--- config.mk ---
export PLATFORM = sky130hd
export DESIGN_NAME = tstate_deadline_accumulator_core
export DESIGN_NICKNAME = d
export VERILOG_FILES = /design/src/tda_pkg.sv /design/src/tda_serial_mult.sv /design/src/tda_serial_div.sv /design/src/tstate_deadline_accumulator_core.sv
export SDC_FILE = /design/constraint.sdc
export NUM_CORES = 1
export LEC_CHECK = 0
export ABC_AREA = 1
export BUFFER_PORTS_ARGS = -buffer_cell sky130_fd_sc_hd__buf_4
export CAP_MARGIN = 20
export CORE_ASPECT_RATIO = 0.8
export CORE_UTILIZATION = 56
export DETAILED_ROUTE_END_ITERATION = 12
export HOLD_SLACK_MARGIN = 0.06
export PLACE_DENSITY = 0.79
export SLEW_MARGIN = 10
export SYNTH_ARGS = -nofsm -noshare
export SYNTH_HDL_FRONTEND = slang
export SYNTH_SLANG_ARGS = --single-unit
--- constraint.sdc ---
create_clock -name aclk -period 5.9 [get_ports aclk]
set_input_delay 0.59 -clock aclk [delete_from_list [all_inputs] [get_ports aclk]]
set_output_delay 0.59 -clock aclk [all_outputs]
set_load 0.01 [all_outputs]
--- src/tda_pkg.sv ---
// tda_pkg: shared types and constants for the tick/deadline accumulator.
// Request/result structs, register indexes, reset values, datapath widths.
// No dependencies.
package tda_pkg;

    localparam int DATA_W  = 32;
    localparam int TPS_W   = 10;
    localparam int LAG_W   = 8;
    localparam int NUM_W   = DATA_W + TPS_W;
    localparam int CFG_IDX_W = 2;

    localparam logic [CFG_IDX_W-1:0] CFG_EMU_RATE = 2'd0;
    localparam logic [CFG_IDX_W-1:0] CFG_TICKS_PS = 2'd1;
    localparam logic [CFG_IDX_W-1:0] CFG_MAX_LAG  = 2'd2;

    localparam logic [DATA_W-1:0] EMU_RATE_RST = 32'd3500000;
    localparam logic [TPS_W-1:0]  TICKS_PS_RST = 10'd100;
    localparam logic [LAG_W-1:0]  MAX_LAG_RST  = 8'd4;

    typedef struct packed {
        logic [DATA_W-1:0] elapsed_cycles;
        logic [DATA_W-1:0] host_now;
    } in_req_t;

    typedef struct packed {
        logic [DATA_W-1:0] whole_ticks;
        logic [DATA_W-1:0] deadline_time;
        logic              deadline_set;
    } out_res_t;

    typedef struct packed {
        logic              start;
        logic [DATA_W-1:0] a;
        logic [TPS_W-1:0]  b;
        logic [DATA_W-1:0] c;
    } mul_req_t;

    typedef struct packed {
        logic              start;
        logic [NUM_W-1:0]  num;
        logic [DATA_W-1:0] den;
    } div_req_t;

endpackage

--- src/tda_serial_mult.sv ---
// tda_serial_mult: bit-serial multiply-add, a * b + c, one bit of b per cycle.
// After start, done pulses with the product valid.
// Depends on tda_pkg.
module tda_serial_mult
    import tda_pkg::*;
(
    input  logic             aclk,
    input  logic             aresetn,
    input  mul_req_t         req,
    output logic             done,
    output logic [NUM_W-1:0] prod
);

    localparam int CNT_W = $clog2(TPS_W);

    logic [NUM_W-1:0] acc_reg;
    logic [NUM_W-1:0] a_reg;
    logic [TPS_W-1:0] b_reg;
    logic [CNT_W-1:0] cnt_reg;
    logic             busy_reg;
    logic             done_reg;

    always_ff @(posedge aclk) begin
        if (!aresetn) begin
            busy_reg <= 1'b0;
            done_reg <= 1'b0;
            cnt_reg  <= '0;
        end else begin
            done_reg <= 1'b0;
            if (req.start) begin
                busy_reg <= 1'b1;
                cnt_reg  <= '0;
            end else if (busy_reg) begin
                cnt_reg <= cnt_reg + 1'b1;
                if (cnt_reg == CNT_W'(TPS_W - 1)) begin
                    busy_reg <= 1'b0;
                    done_reg <= 1'b1;
                end
            end
        end
    end

    always_ff @(posedge aclk) begin
        if (req.start) begin
            acc_reg <= NUM_W'(req.c);
            a_reg   <= NUM_W'(req.a);
            b_reg   <= req.b;
        end else if (busy_reg) begin
            if (b_reg[0]) begin
                acc_reg <= acc_reg + a_reg;
            end
            a_reg <= {a_reg[NUM_W-2:0], 1'b0};
            b_reg <= {1'b0, b_reg[TPS_W-1:1]};
        end
    end

    assign done = done_reg;
    assign prod = acc_reg;

endmodule

--- src/tda_serial_div.sv ---
// tda_serial_div: restoring divider, one quotient bit per cycle.
// Keeps the low DATA_W quotient bits and the remainder. Divisor must be nonzero.
// Depends on tda_pkg.
module tda_serial_div
    import tda_pkg::*;
(
    input  logic              aclk,
    input  logic              aresetn,
    input  div_req_t          req,
    output logic              done,
    output logic [DATA_W-1:0] quot,
    output logic [DATA_W-1:0] rem
);

    localparam int CNT_W = $clog2(NUM_W);

    logic [NUM_W-1:0]  num_reg;
    logic [DATA_W-1:0] den_reg;
    logic [DATA_W-1:0] rem_reg;
    logic [DATA_W-1:0] quot_reg;
    logic [CNT_W-1:0]  cnt_reg;
    logic              busy_reg;
    logic              done_reg;

    logic [DATA_W:0]   trial;
    logic [DATA_W:0]   diff;
    logic              qbit;

    assign trial = {rem_reg, num_reg[NUM_W-1]};
    assign diff  = trial - {1'b0, den_reg};
    assign qbit  = !diff[DATA_W];

    always_ff @(posedge aclk) begin
        if (!aresetn) begin
            busy_reg <= 1'b0;
            done_reg <= 1'b0;
            cnt_reg  <= '0;
        end else begin
            done_reg <= 1'b0;
            if (req.start) begin
                busy_reg <= 1'b1;
                cnt_reg  <= '0;
            end else if (busy_reg) begin
                cnt_reg <= cnt_reg + 1'b1;
                if (cnt_reg == CNT_W'(NUM_W - 1)) begin
                    busy_reg <= 1'b0;
                    done_reg <= 1'b1;
                end
            end
        end
    end

    always_ff @(posedge aclk) begin
        if (req.start) begin
            num_reg  <= req.num;
            den_reg  <= req.den;
            rem_reg  <= '0;
            quot_reg <= '0;
        end else if (busy_reg) begin
            num_reg  <= {num_reg[NUM_W-2:0], 1'b0};
            rem_reg  <= qbit ? diff[DATA_W-1:0] : trial[DATA_W-1:0];
            quot_reg <= {quot_reg[DATA_W-2:0], qbit};
        end
    end

    assign done = done_reg;
    assign quot = quot_reg;
    assign rem  = rem_reg;

endmodule

--- src/tstate_deadline_accumulator_core.sv ---
// tstate_deadline_accumulator_core: top level of the tick/deadline accumulator.
// Instantiates tda_serial_mult and tda_serial_div; depends on tda_pkg.
//
//  channel   ports                                  direction
//  input     s_valid, s_ready, s_req (in_req_t)     request in
//  result    m_valid, m_ready, m_res (out_res_t)    result out
//  config    cfg_valid, cfg_ready, cfg_index/data   register write in
//
// One request at a time: accept, serial multiply, handoff to the serial divide, then
// update and output. When a deadline is already set and the quotient is nonzero,
// a serial lag product (quotient times max lag) follows the divide before output.
// Synchronous active-low reset restores register defaults and clears state.
// A finished result waits in the output register; a new request is taken
// meanwhile, and the next result stalls only until m_ready frees it.
module tstate_deadline_accumulator_core
    import tda_pkg::*;
#(
    parameter int TIME_BITS = 32
) (
    input  logic                 aclk,
    input  logic                 aresetn,
    input  logic                 s_valid,
    output logic                 s_ready,
    input  in_req_t              s_req,
    output logic                 m_valid,
    input  logic                 m_ready,
    output out_res_t             m_res,
    input  logic                 cfg_valid,
    output logic                 cfg_ready,
    input  logic [CFG_IDX_W-1:0] cfg_index,
    input  logic [DATA_W-1:0]    cfg_data
);

    typedef enum logic [2:0] {S_IDLE, S_MUL1, S_DIV, S_MUL2, S_OUT} state_t;

    state_t                state_reg;
    logic [DATA_W-1:0]     emu_rate_reg;
    logic [TPS_W-1:0]      ticks_ps_reg;
    logic [LAG_W-1:0]      max_lag_reg;
    logic [DATA_W-1:0]     fraction_reg;
    logic [TIME_BITS-1:0]  deadline_reg;
    logic                  dl_valid_reg;
    logic [TIME_BITS-1:0]  now_reg;
    logic [DATA_W-1:0]     ticks_reg;
    logic                  m_valid_reg;
    out_res_t              m_res_reg;

    mul_req_t              mul_req;
    div_req_t              div_req;
    logic                  mul_done;
    logic [NUM_W-1:0]      mul_prod;
    logic                  div_done;
    logic [DATA_W-1:0]     div_quot;
    logic [DATA_W-1:0]     div_rem;
    logic [DATA_W-1:0]     rate_eff;
    logic [TIME_BITS-1:0]  lag;
    logic [TIME_BITS-1:0]  lead;
    logic                  out_free;

    assign rate_eff  = (emu_rate_reg == '0) ? DATA_W'(1) : emu_rate_reg;
    assign s_ready   = (state_reg == S_IDLE);
    assign cfg_ready = 1'b1;
    assign out_free  = !m_valid_reg || m_ready;
    assign lag       = mul_prod[TIME_BITS-1:0];
    assign lead      = now_reg - deadline_reg;

    always_comb begin
        mul_req = '0;
        if (state_reg == S_IDLE && s_valid) begin
            mul_req.start = 1'b1;
            mul_req.a     = s_req.elapsed_cycles;
            mul_req.b     = ticks_ps_reg;
            mul_req.c     = fraction_reg;
        end else if (state_reg == S_DIV && div_done && div_quot != '0 && dl_valid_reg) begin
            mul_req.start = 1'b1;
            mul_req.a     = div_quot;
            mul_req.b     = TPS_W'(max_lag_reg);
        end
    end

    always_comb begin
        div_req       = '0;
        div_req.start = (state_reg == S_MUL1) && mul_done;
        div_req.num   = mul_prod;
        div_req.den   = rate_eff;
    end

    tda_serial_mult u_mult (
        .aclk    (aclk),
        .aresetn (aresetn),
        .req     (mul_req),
        .done    (mul_done),
        .prod    (mul_prod)
    );

    tda_serial_div u_div (
        .aclk    (aclk),
        .aresetn (aresetn),
        .req     (div_req),
        .done    (div_done),
        .quot    (div_quot),
        .rem     (div_rem)
    );

    always_ff @(posedge aclk) begin
        if (!aresetn) begin
            state_reg    <= S_IDLE;
            emu_rate_reg <= EMU_RATE_RST;
            ticks_ps_reg <= TICKS_PS_RST;
            max_lag_reg  <= MAX_LAG_RST;
            fraction_reg <= '0;
            deadline_reg <= '0;
            dl_valid_reg <= 1'b0;
            m_valid_reg  <= 1'b0;
        end else begin
            if (cfg_valid) begin
                case (cfg_index)
                    CFG_EMU_RATE: emu_rate_reg <= cfg_data;
                    CFG_TICKS_PS: ticks_ps_reg <= cfg_data[TPS_W-1:0];
                    CFG_MAX_LAG:  max_lag_reg  <= cfg_data[LAG_W-1:0];
                    default: ;
                endcase
            end

            if (state_reg == S_OUT && out_free) begin
                m_valid_reg <= 1'b1;
            end else if (m_ready) begin
                m_valid_reg <= 1'b0;
            end

            case (state_reg)
                S_IDLE: begin
                    if (s_valid) begin
                        now_reg   <= s_req.host_now[TIME_BITS-1:0];
                        state_reg <= S_MUL1;
                    end
                end
                S_MUL1: begin
                    if (mul_done) begin
                        state_reg <= S_DIV;
                    end
                end
                S_DIV: begin
                    if (div_done) begin
                        fraction_reg <= div_rem;
                        ticks_reg    <= div_quot;
                        if (div_quot == '0) begin
                            state_reg <= S_OUT;
                        end else if (!dl_valid_reg) begin
                            deadline_reg <= now_reg + div_quot[TIME_BITS-1:0];
                            dl_valid_reg <= 1'b1;
                            state_reg    <= S_OUT;
                        end else begin
                            deadline_reg <= deadline_reg + div_quot[TIME_BITS-1:0];
                            state_reg    <= S_MUL2;
                        end
                    end
                end
                S_MUL2: begin
                    if (mul_done) begin
                        if ($signed(lead) > $signed(lag)) begin
                            deadline_reg <= now_reg - lag;
                        end
                        state_reg <= S_OUT;
                    end
                end
                S_OUT: begin
                    if (out_free) begin
                        m_res_reg.whole_ticks    <= ticks_reg;
                        m_res_reg.deadline_time  <= DATA_W'(deadline_reg);
                        m_res_reg.deadline_set   <= dl_valid_reg;
                        state_reg                <= S_IDLE;
                    end
                end
                default: state_reg <= S_IDLE;
            endcase
        end
    end

    assign m_valid = m_valid_reg;
    assign m_res   = m_res_reg;

    a_dl_valid_sticky: assert property (@(posedge aclk) disable iff (!aresetn)
        dl_valid_reg |=> dl_valid_reg)
        else $error("deadline valid flag dropped");

    a_rem_below_div: assert property (@(posedge aclk) disable iff (!aresetn)
        div_done |-> (div_rem < rate_eff))
        else $error("remainder not below divisor");

    a_div_done_state: assert property (@(posedge aclk) disable iff (!aresetn)
        div_done |-> (state_reg == S_DIV))
        else $error("divider finished outside divide phase");

    a_mul_done_state: assert property (@(posedge aclk) disable iff (!aresetn)
        mul_done |-> (state_reg == S_MUL1 || state_reg == S_MUL2))
        else $error("multiplier finished outside multiply phase");

endmodule
# Word level (Yosys, flattened, before mapping)
# Index checks and enable logic that the tools add are counted.
# word_totals
out_inout_bits	68
in_bits	103
reg_bits	494
# op_classes
order_cmp	1
reduce_logical	35
eq_ne	15
n_bitwise	4
add_sub_neg	8
mux	37
# ops
cell	n
32-bit two-way mux	12
43-bit two-way mux	2
42-bit two-way mux	2
32-bit adder	2
32-bit logical NOT	2
32-bit case mux with 2 select lines	1
32-bit subtractor	2
42-bit adder	1
33-bit by 32-bit subtractor with 33-bit output	1
32-bit > comparator	1
32-bit nonzero test	1
3-bit two-way mux	7
10-bit two-way mux	2
3-bit case mux with 5 select lines	1
2-bit AND reduction	6
3-bit AND reduction	4
1-bit two-way mux	10
5-bit AND reduction	2
2-bit nonzero test	5
2-bit != test (second input constant)	4
6-bit by 1-bit adder with 6-bit output (second input constant)	1
3-bit by 2-bit equality test with 1-bit output (second input constant)	2
6-bit equality test (second input constant)	1
1-bit logical AND	6
14 further kinds	22

# Logic depth before layout (Yosys ltp)
# Gate-level depths: netlist (run 1).
# depth
depth_word	8
depth_mapped	33
mapped_depth_nobuf	32

# By module
# A second synthesis (run 1) with hierarchy kept.
# unflattened
cells_unflattened	4456
hier_area_um2	31655.4
# by_module_without_submodules
module	cells_per_inst	n_inst	area_each_um2	seq_area_each_um2
tstate_deadline_accumulator_core	2253	1	16283.1	6256.0
tda_serial_div	1148	1	8171.6	3663.5
tda_serial_mult	1055	1	7200.7	2742.6

# Least setup slack after synthesis (run 1)
# Ideal clock, no wire load.
# synth_path
path_kind	input to register
from	input port aresetn
to	register m_res_reg (netlist bit m_res[0]), enable pin
setup_time_ns	0.568
path_slack_ns	-0.246
path_buffers	1
arrival_ns	5.578
path_stages	3
t_required_ns	5.332
path_cell_list	clkbuf_1 -> clkinv_1 -> nor3_1
# synth_via
elab_chain_cells	1
# synth_rtl
element	line_no	rtl
start, declared	tstate_deadline_accumulator_core.sv:21	input logic aresetn,
3-bit AND reduction (no source line)	n/a	
end, declared	tstate_deadline_accumulator_core.sv:46	out_res_t m_res_reg;
# Every way passes these cells.
# A chain may end at the register's enable or synchronous reset.

# Worst setup path in the final report (run 1)
# layout_path
from	register now_reg[0]
to	register deadline_reg[29]
# layout_via
elab_chain_cells	5
word_cells_on_any_way	12
# layout_rtl
element	line_no	rtl
start, declared	tstate_deadline_accumulator_core.sv:43	logic [TIME_BITS-1:0] now_reg;
start signal, assigned	tstate_deadline_accumulator_core.sv:134	now_reg <= s_req.host_now[TIME_BITS-1:0];
branches (longest 5 deep; another with 32-bit subtractor)	n/a	
end signal, assigned	tstate_deadline_accumulator_core.sv:150	deadline_reg <= now_reg + div_quot[TIME_BITS-1:0];
end signal, assigned	tstate_deadline_accumulator_core.sv:154	deadline_reg <= deadline_reg + div_quot[TIME_BITS-1:0];
end signal, assigned	tstate_deadline_accumulator_core.sv:162	deadline_reg <= now_reg - lag;
end, declared	tstate_deadline_accumulator_core.sv:41	logic [TIME_BITS-1:0] deadline_reg;
# Parallel ways; which one is timed is not known. The select of a mux whose other input is x is not followed.

==> flow_summary.yaml, run 1 <==
critical_path:
  path_max_fanout: 26
  slowest_stage: "a21oi_1"
  cpMostUsedCell: "nand2_1"
  crit_required_ps: 6430
  start_kind: "flip-flop"
  critical_path_class: "flip-flop to flip-flop"
  max_stage_delay_ps: 410
  cp.arrival_ps: 5470
  end_kind: "flip-flop"
clock_network:
  clock-sinks: 494
  cts_hold_buf: 0
  htree_levels: 2
  cts_root_buf: "clkbuf_16"
  cts-resized-gates: 0
  cts_buffer_depth: 3
  post_cts_buffers: 0
  cts.clk_slew.worst_paths_ps: 70
  cts_tree: "yes"
  numCtsBuffers: 51
  clk_latency_ps: 620
power_and_ir_drop:
  p_switching_uw: 6580
  p_leak_uw: 0.0151
  switching_share_pct: 42.5
  finalPower_uw: 15500
  powerDensity_nw_per_um2: 455
  p_int_uw: 8900
  p_clk_share_pct: 24.0
  power_frac_comb_pct: 45.2
  peakVddDrop_mv: 0.279
  seqPwrFrac_pct: 30.8
sta:
  fmax_mhz: 203
  setup_tns_ps: 0
  relSlewSlack_pct: 28.2
  fin_crit_ps: 4930
  hold_viol_final: 0
  whs_ps: 151
  tightest_slew_ps: 1070
  rsz0062_at_grt: "no"
  slew_viol_final: 0
  post-route-period-util_pct: 83.6
  skew_ps: 19.4
  setup_viol: 0
synthesis:
  synth_edf_count: 277
  syn_area_um2: 30300
  syn_area_per_cell_um2: 7.64
  synth_warnings: 0
  yosysSeqAreaShare_pct: 41.8
  ys_ff_latch: 494
  synth_cell_types: 56
  synth_ff_type: "edfxtp_1"
  syn_nets: 4275
  postSynthCellCount: 3965
  synthArstFlopShare_pct: 0
global_route:
  use_met1_pct: 50.9
  first_global_vias: 26200
  antenna_found_initial: 3
  met2_usage_pct: 56.5
  grt-ovfl-total: 0
  grt_usage_pct: 36.9
  globalRouteMet3Util_pct: 7.59
  grt_pass1_wl_um: 154000
  grt_busiest_layer: "met2"
  grt_max_degree: 74
place:
  port_buffers: 169
  place.gp.congestion: 1.01
  hpwlAfterDp_um: 80000
finish:
  largest_reg_flops: 65
  area_delta_synth_final_pct: 12.2
  fin_nets: 4391
  diodes: 0
  drive_gt1_share_pct: 8.15
routing:
  drtIter0Drc: 3135
  avgRoutedWirePerCell_um: 21.2
  first_pass_iters: 7
  drc: 0
  routed_wl_um: 102000
  routed_via_density: 5.87
  drtAntennaViolNets: 0
  dr_total_vias: 28300
floorplan:
  die_area_um2: 55000
  rows: 75
  die_w_um: 262
  core_area_um2: 52900
  start_util_pct: 57.2
  io_pins: 171
  die_y_um: 210
outcome:
  status: "finished clean"
min_path:
  hp-class: "input pin to flip-flop"
run:
  cap_violations: 0
==> path summary, 6_finish.rpt <==
path | start | to | slack, ps | depth (start not counted)
max | now_reg[0] | deadline_reg[29] | 970 | 31
min | s_req[31] | now_reg[31] | 150 | 1
max reg2reg | now_reg[0] | deadline_reg[29] | 970 | 31
min reg2reg | ticks_reg[12] | m_res[45] | 420 | 0
==> Yosys cell counts (all sizes together) (4+ instances only) <==
cell / instances / area (um^2)
a22oi: 31 / 233
fa: 5 / 100
nor2: 418 / 1600
o21ai: 300 / 1510
inv: 464 / 1740
dfxtp: 217 / 4340
buf: 40 / 275
nand3b: 30 / 225
a21boi: 10 / 75.1
or2: 4 / 25.0
xnor2: 33 / 289
xor2: 55 / 482
nor3b: 4 / 30.0
o21bai: 27 / 203
nand2: 1022 / 3870
a21oi: 305 / 1550
o21a: 17 / 128
clkbuf: 92 / 355
nor4: 22 / 144
ha: 202 / 2530
a22o: 6 / 52.6
a31oi: 7 / 43.8
nor3: 43 / 220
edfxtp: 277 / 8320
o2111ai: 4 / 35.0
nand4: 45 / 282
a21o: 16 / 120
nand3: 204 / 1040
o211ai: 45 / 338
==> per-stage QoR <==
stage	worst slack, ps	cell area (um^2)	std cells	util, %
after floorplan	1740	30300	3965	-
after global placement	1320	32000	4720	60.5
after detailed placement	1140	32000	4720	60.5
after CTS	1100	34000	4816	64.2
after global routing	606	34000	4817	64.2
final	965	34000	4817	64.2
==> area by class of cell <==
type                            count  area [um^2]
Fill cell                        4781        18900
Multi-Input combinational cell   2874        15300
Sequential cell                   494        12700
Inverter                          465         1750
Timing Repair Buffer              195         1480
Clock buffer                       56         1330
Tap cell                          693          867
Clock inverter                     40          614
==> routing by layer <==
layer	vias to the layer above	share of wire, %
met3	242	10
li1	13500	-
met5	-	0.048
met1	13200	42
met2	1394	43
met4	8	4.5
==> power by group through the flow <==
stage          logic (uW)  clock network (uW)  registers [uW]
6_report             7000                3720            4760
5_1_grt              7710                3870            4800
4_1_cts              6810                3740            4740
3_5_place_dp         6770                   0            4810
3_3_place_gp         6750                   0            4790
2_1_floorplan        4820                   0            4680
==> layout by cell type, fill, tap and decap left out, drive strengths merged, types with 5 or more instances in the layout <==
cell type | Yosys | layout
edfxtp | 277 | 277
nand4 | 45 | 45
a31oi | 7 | 7
bufinv | 0 | 13
clkinvlp | 0 | 5
a21oi | 305 | 305
o21ai | 300 | 300
nand3 | 204 | 204
ha | 202 | 202
xor2 | 55 | 55
nor3 | 43 | 43
xnor2 | 33 | 33
a22o | 6 | 6
nand3b | 30 | 30
nor4 | 22 | 22
a21boi | 10 | 10
inv | 464 | 468
o21a | 17 | 17
buf | 40 | 195
a21o | 16 | 16
o21bai | 27 | 27
dfxtp | 217 | 217
o211ai | 45 | 45
clkinv | 1 | 19
nand2 | 1022 | 1022
nor2 | 418 | 418
fa | 5 | 5
a22oi | 31 | 31
clkbuf | 92 | 56
==> worst max-delay path, delay by kind of cell (launching register included) <==
family | cells | cell delay, ps
and+or+nand+nor | 20 | 2100
AOI/OAI and AO/OA | 3 | 870
adders and majority gates | 3 | 850
buffers and inverters | 4 | 540
DFF | 1 | 360
xor gates and xnor gates | 1 | 150
==> kinds of logic after synthesis <==
group	synth area share (%)
other cells	0.0124
fa+ha+maj	8.67
flops	41.8
compound gates	14.5
buf+inv	7.84
simple gates	24.6
xor+xnor	2.54
Note: power is estimated with default switching activity, not from simulation.
==> run 2, diff against run 1 <==
Clock period 5.9 ns to 4.36 ns, I/O delays scaled along.
==> run 2 against run 1 <==
Effect of this change:
- flip-flop and latch count stayed put
- clock skew is 34 ps higher
- combinational power is 39% higher
- setup slack worse by 690 ps
- largest cell class unchanged
==> flow_summary.yaml, run 2 (synthesis gave the netlist of run 1 again) <==
routing:
  drtIter0Drc: 3169
  avgRoutedWirePerCell_um: 20.7
  first_pass_iters: 6
  routed_wl_um: 102000
  drtAntennaViolNets: 0
  dr_total_vias: 28600
  routed_via_density: 5.84
  drc: 0
floorplan:
  rows: 75
  start_util_pct: 57.2
  die_w_um: 262
  die_y_um: 210
  die_area_um2: 55000
  core_area_um2: 52900
  io_pins: 171
sta:
  relSlewSlack_pct: 32.1
  setup_tns_ps: 0
  tightest_slew_ps: 1020
  fin_crit_ps: 4080
  setup_viol: 0
  fmax_mhz: 245
  hold_viol_final: 0
  slew_viol_final: 0
  post-route-period-util_pct: 93.7
  skew_ps: 53.2
global_route:
  grt_pass1_wl_um: 152000
  antenna_found_initial: 3
  grt_max_degree: 77
  first_global_vias: 26300
  grt_usage_pct: 36.4
  grt-ovfl-total: 0
critical_path:
  end_kind: "flip-flop"
  critical_path_class: "flip-flop to flip-flop"
  max_stage_delay_ps: 440
  slowest_stage: "edfxtp_1"
  path_max_fanout: 13
  crit_required_ps: 4840
  cpMostUsedCell: "nand2_1"
  start_kind: "flip-flop"
  cp.arrival_ps: 4570
finish:
  instances_no_fill: 4897
  largest_reg_flops: 65
  fin_nets: 4472
  final_cell_mix: "nand2_1, inv_1, nor2_1"
  area_delta_synth_final_pct: 14.5
  fill_cells: 4574
  drive_gt1_share_pct: 8.78
  layout_commonest_cell: "nand2_1"
  finish.instance_area_um2: 34700
place:
  place.gp.congestion: 1.04
  hpwlAfterDp_um: 78900
  placed_area_um2: 32200
  port_buffers: 169
  place_inst: 4733
clock_network:
  numCtsBuffers: 49
  clock-sinks: 494
  cts_root_buf: "clkbuf_16"
  clk_latency_ps: 630
  cts_tree: "yes"
  cts_buffer_depth: 3
  htree_levels: 2
  cts.clk_slew.worst_paths_ps: 70
power_and_ir_drop:
  p_int_uw: 11600
  p_leak_uw: 0.0154
  power_frac_comb_pct: 47.0
  p_clk_share_pct: 21.8
  p_switching_uw: 8970
  powerDensity_nw_per_um2: 594
  switching_share_pct: 43.5
  seqPwrFrac_pct: 31.1
  peakVddDrop_mv: 0.402
outcome:
  status: "finished clean"
run:
  cap_violations: 0
min_path:
  hp-class: "input pin to flip-flop"
[run 2: cell types whose count changed in the layout (fill, tap and decap cells not counted), sizes merged]
cell	previous run	this run
buf	195	214
clkinvlp	5	4
clkinv	19	13
diode	0	1
dlygate4sd3	0	62
clkbuf	56	61
bufinv	13	4
inv	468	477
[run 2: cell type report]
| cell class | count | area, um^2 | share of cell area (%) |
|---|---|---|---|
| Antenna cell | 1 | 2.50 | 0.00721 |
| Clock buffer | 59 | 1350 | 3.88 |
| Clock inverter | 33 | 364 | 1.05 |
| Inverter | 465 | 1750 | 5.03 |
| Multi-Input combinational cell | 2874 | 15400 | 44.3 |
| Sequential cell | 494 | 12700 | 36.5 |
| Tap cell | 693 | 867 | 2.50 |
| Timing Repair Buffer | 278 | 2350 | 6.78 |
[run 2: power groups by stage]
stage               Clock, uW  Combinational [uW]  Sequential [uW]
global route             4690               10700             6480
global placement            0                9120             6480
CTS                      4510                9290             6410
finish                   4500                9700             6420
floorplan                   0                6530             6330
detailed placement          0                9160             6500
[run 2: worst paths after layout]
path | startpoint | endpoint | slack (ps) | depth (start not counted)
worst min register to register | ticks_reg[24] | m_res[57] | 420 | 0
worst min-delay path | cfg_data[0] | ticks_ps_reg[0] | 80 | 3
worst max-delay path | now_reg[2] | deadline_reg[22] | 280 | 28
worst max register to register | now_reg[2] | deadline_reg[22] | 280 | 28
[run 2: per-layer routing]
layer	global-route usage, %	up-vias	share of wire, %
met5	0	-	0
met4	13.1	0	4.1
met3	7.65	218	11
met2	55.7	1464	43
met1	50.8	13200	42
li1	-	13700	-
[run 2: critical path, delay by kind of cell (launching register included)]
family	cells	cell delay, ps
simple gates	17	1390
compound gates	6	1030
fa+ha+maj	2	660
flops	1	440
buf+inv	2	280
xor+xnor	1	150
[run 2: through the flow]
stage	setup slack [ps]	hold slack (ps)	total power (uW)	util (%)
after floorplan	354	400	12900	-
after global placement	251	402	15600	60.8
after detailed placement	97.5	405	15700	60.8
after CTS	36.0	68.5	20200	65.2
after global routing	-1.96	87.2	21900	65.6
final	276	80.2	20600	65.6
[run 2: repair_timing]
item	CTS	global route
resized for setup	0	17
hold buffers	62	0
buffers inserted	0	4
endpoints found under the setup margin	0	32
hold endpoints to repair	67	0
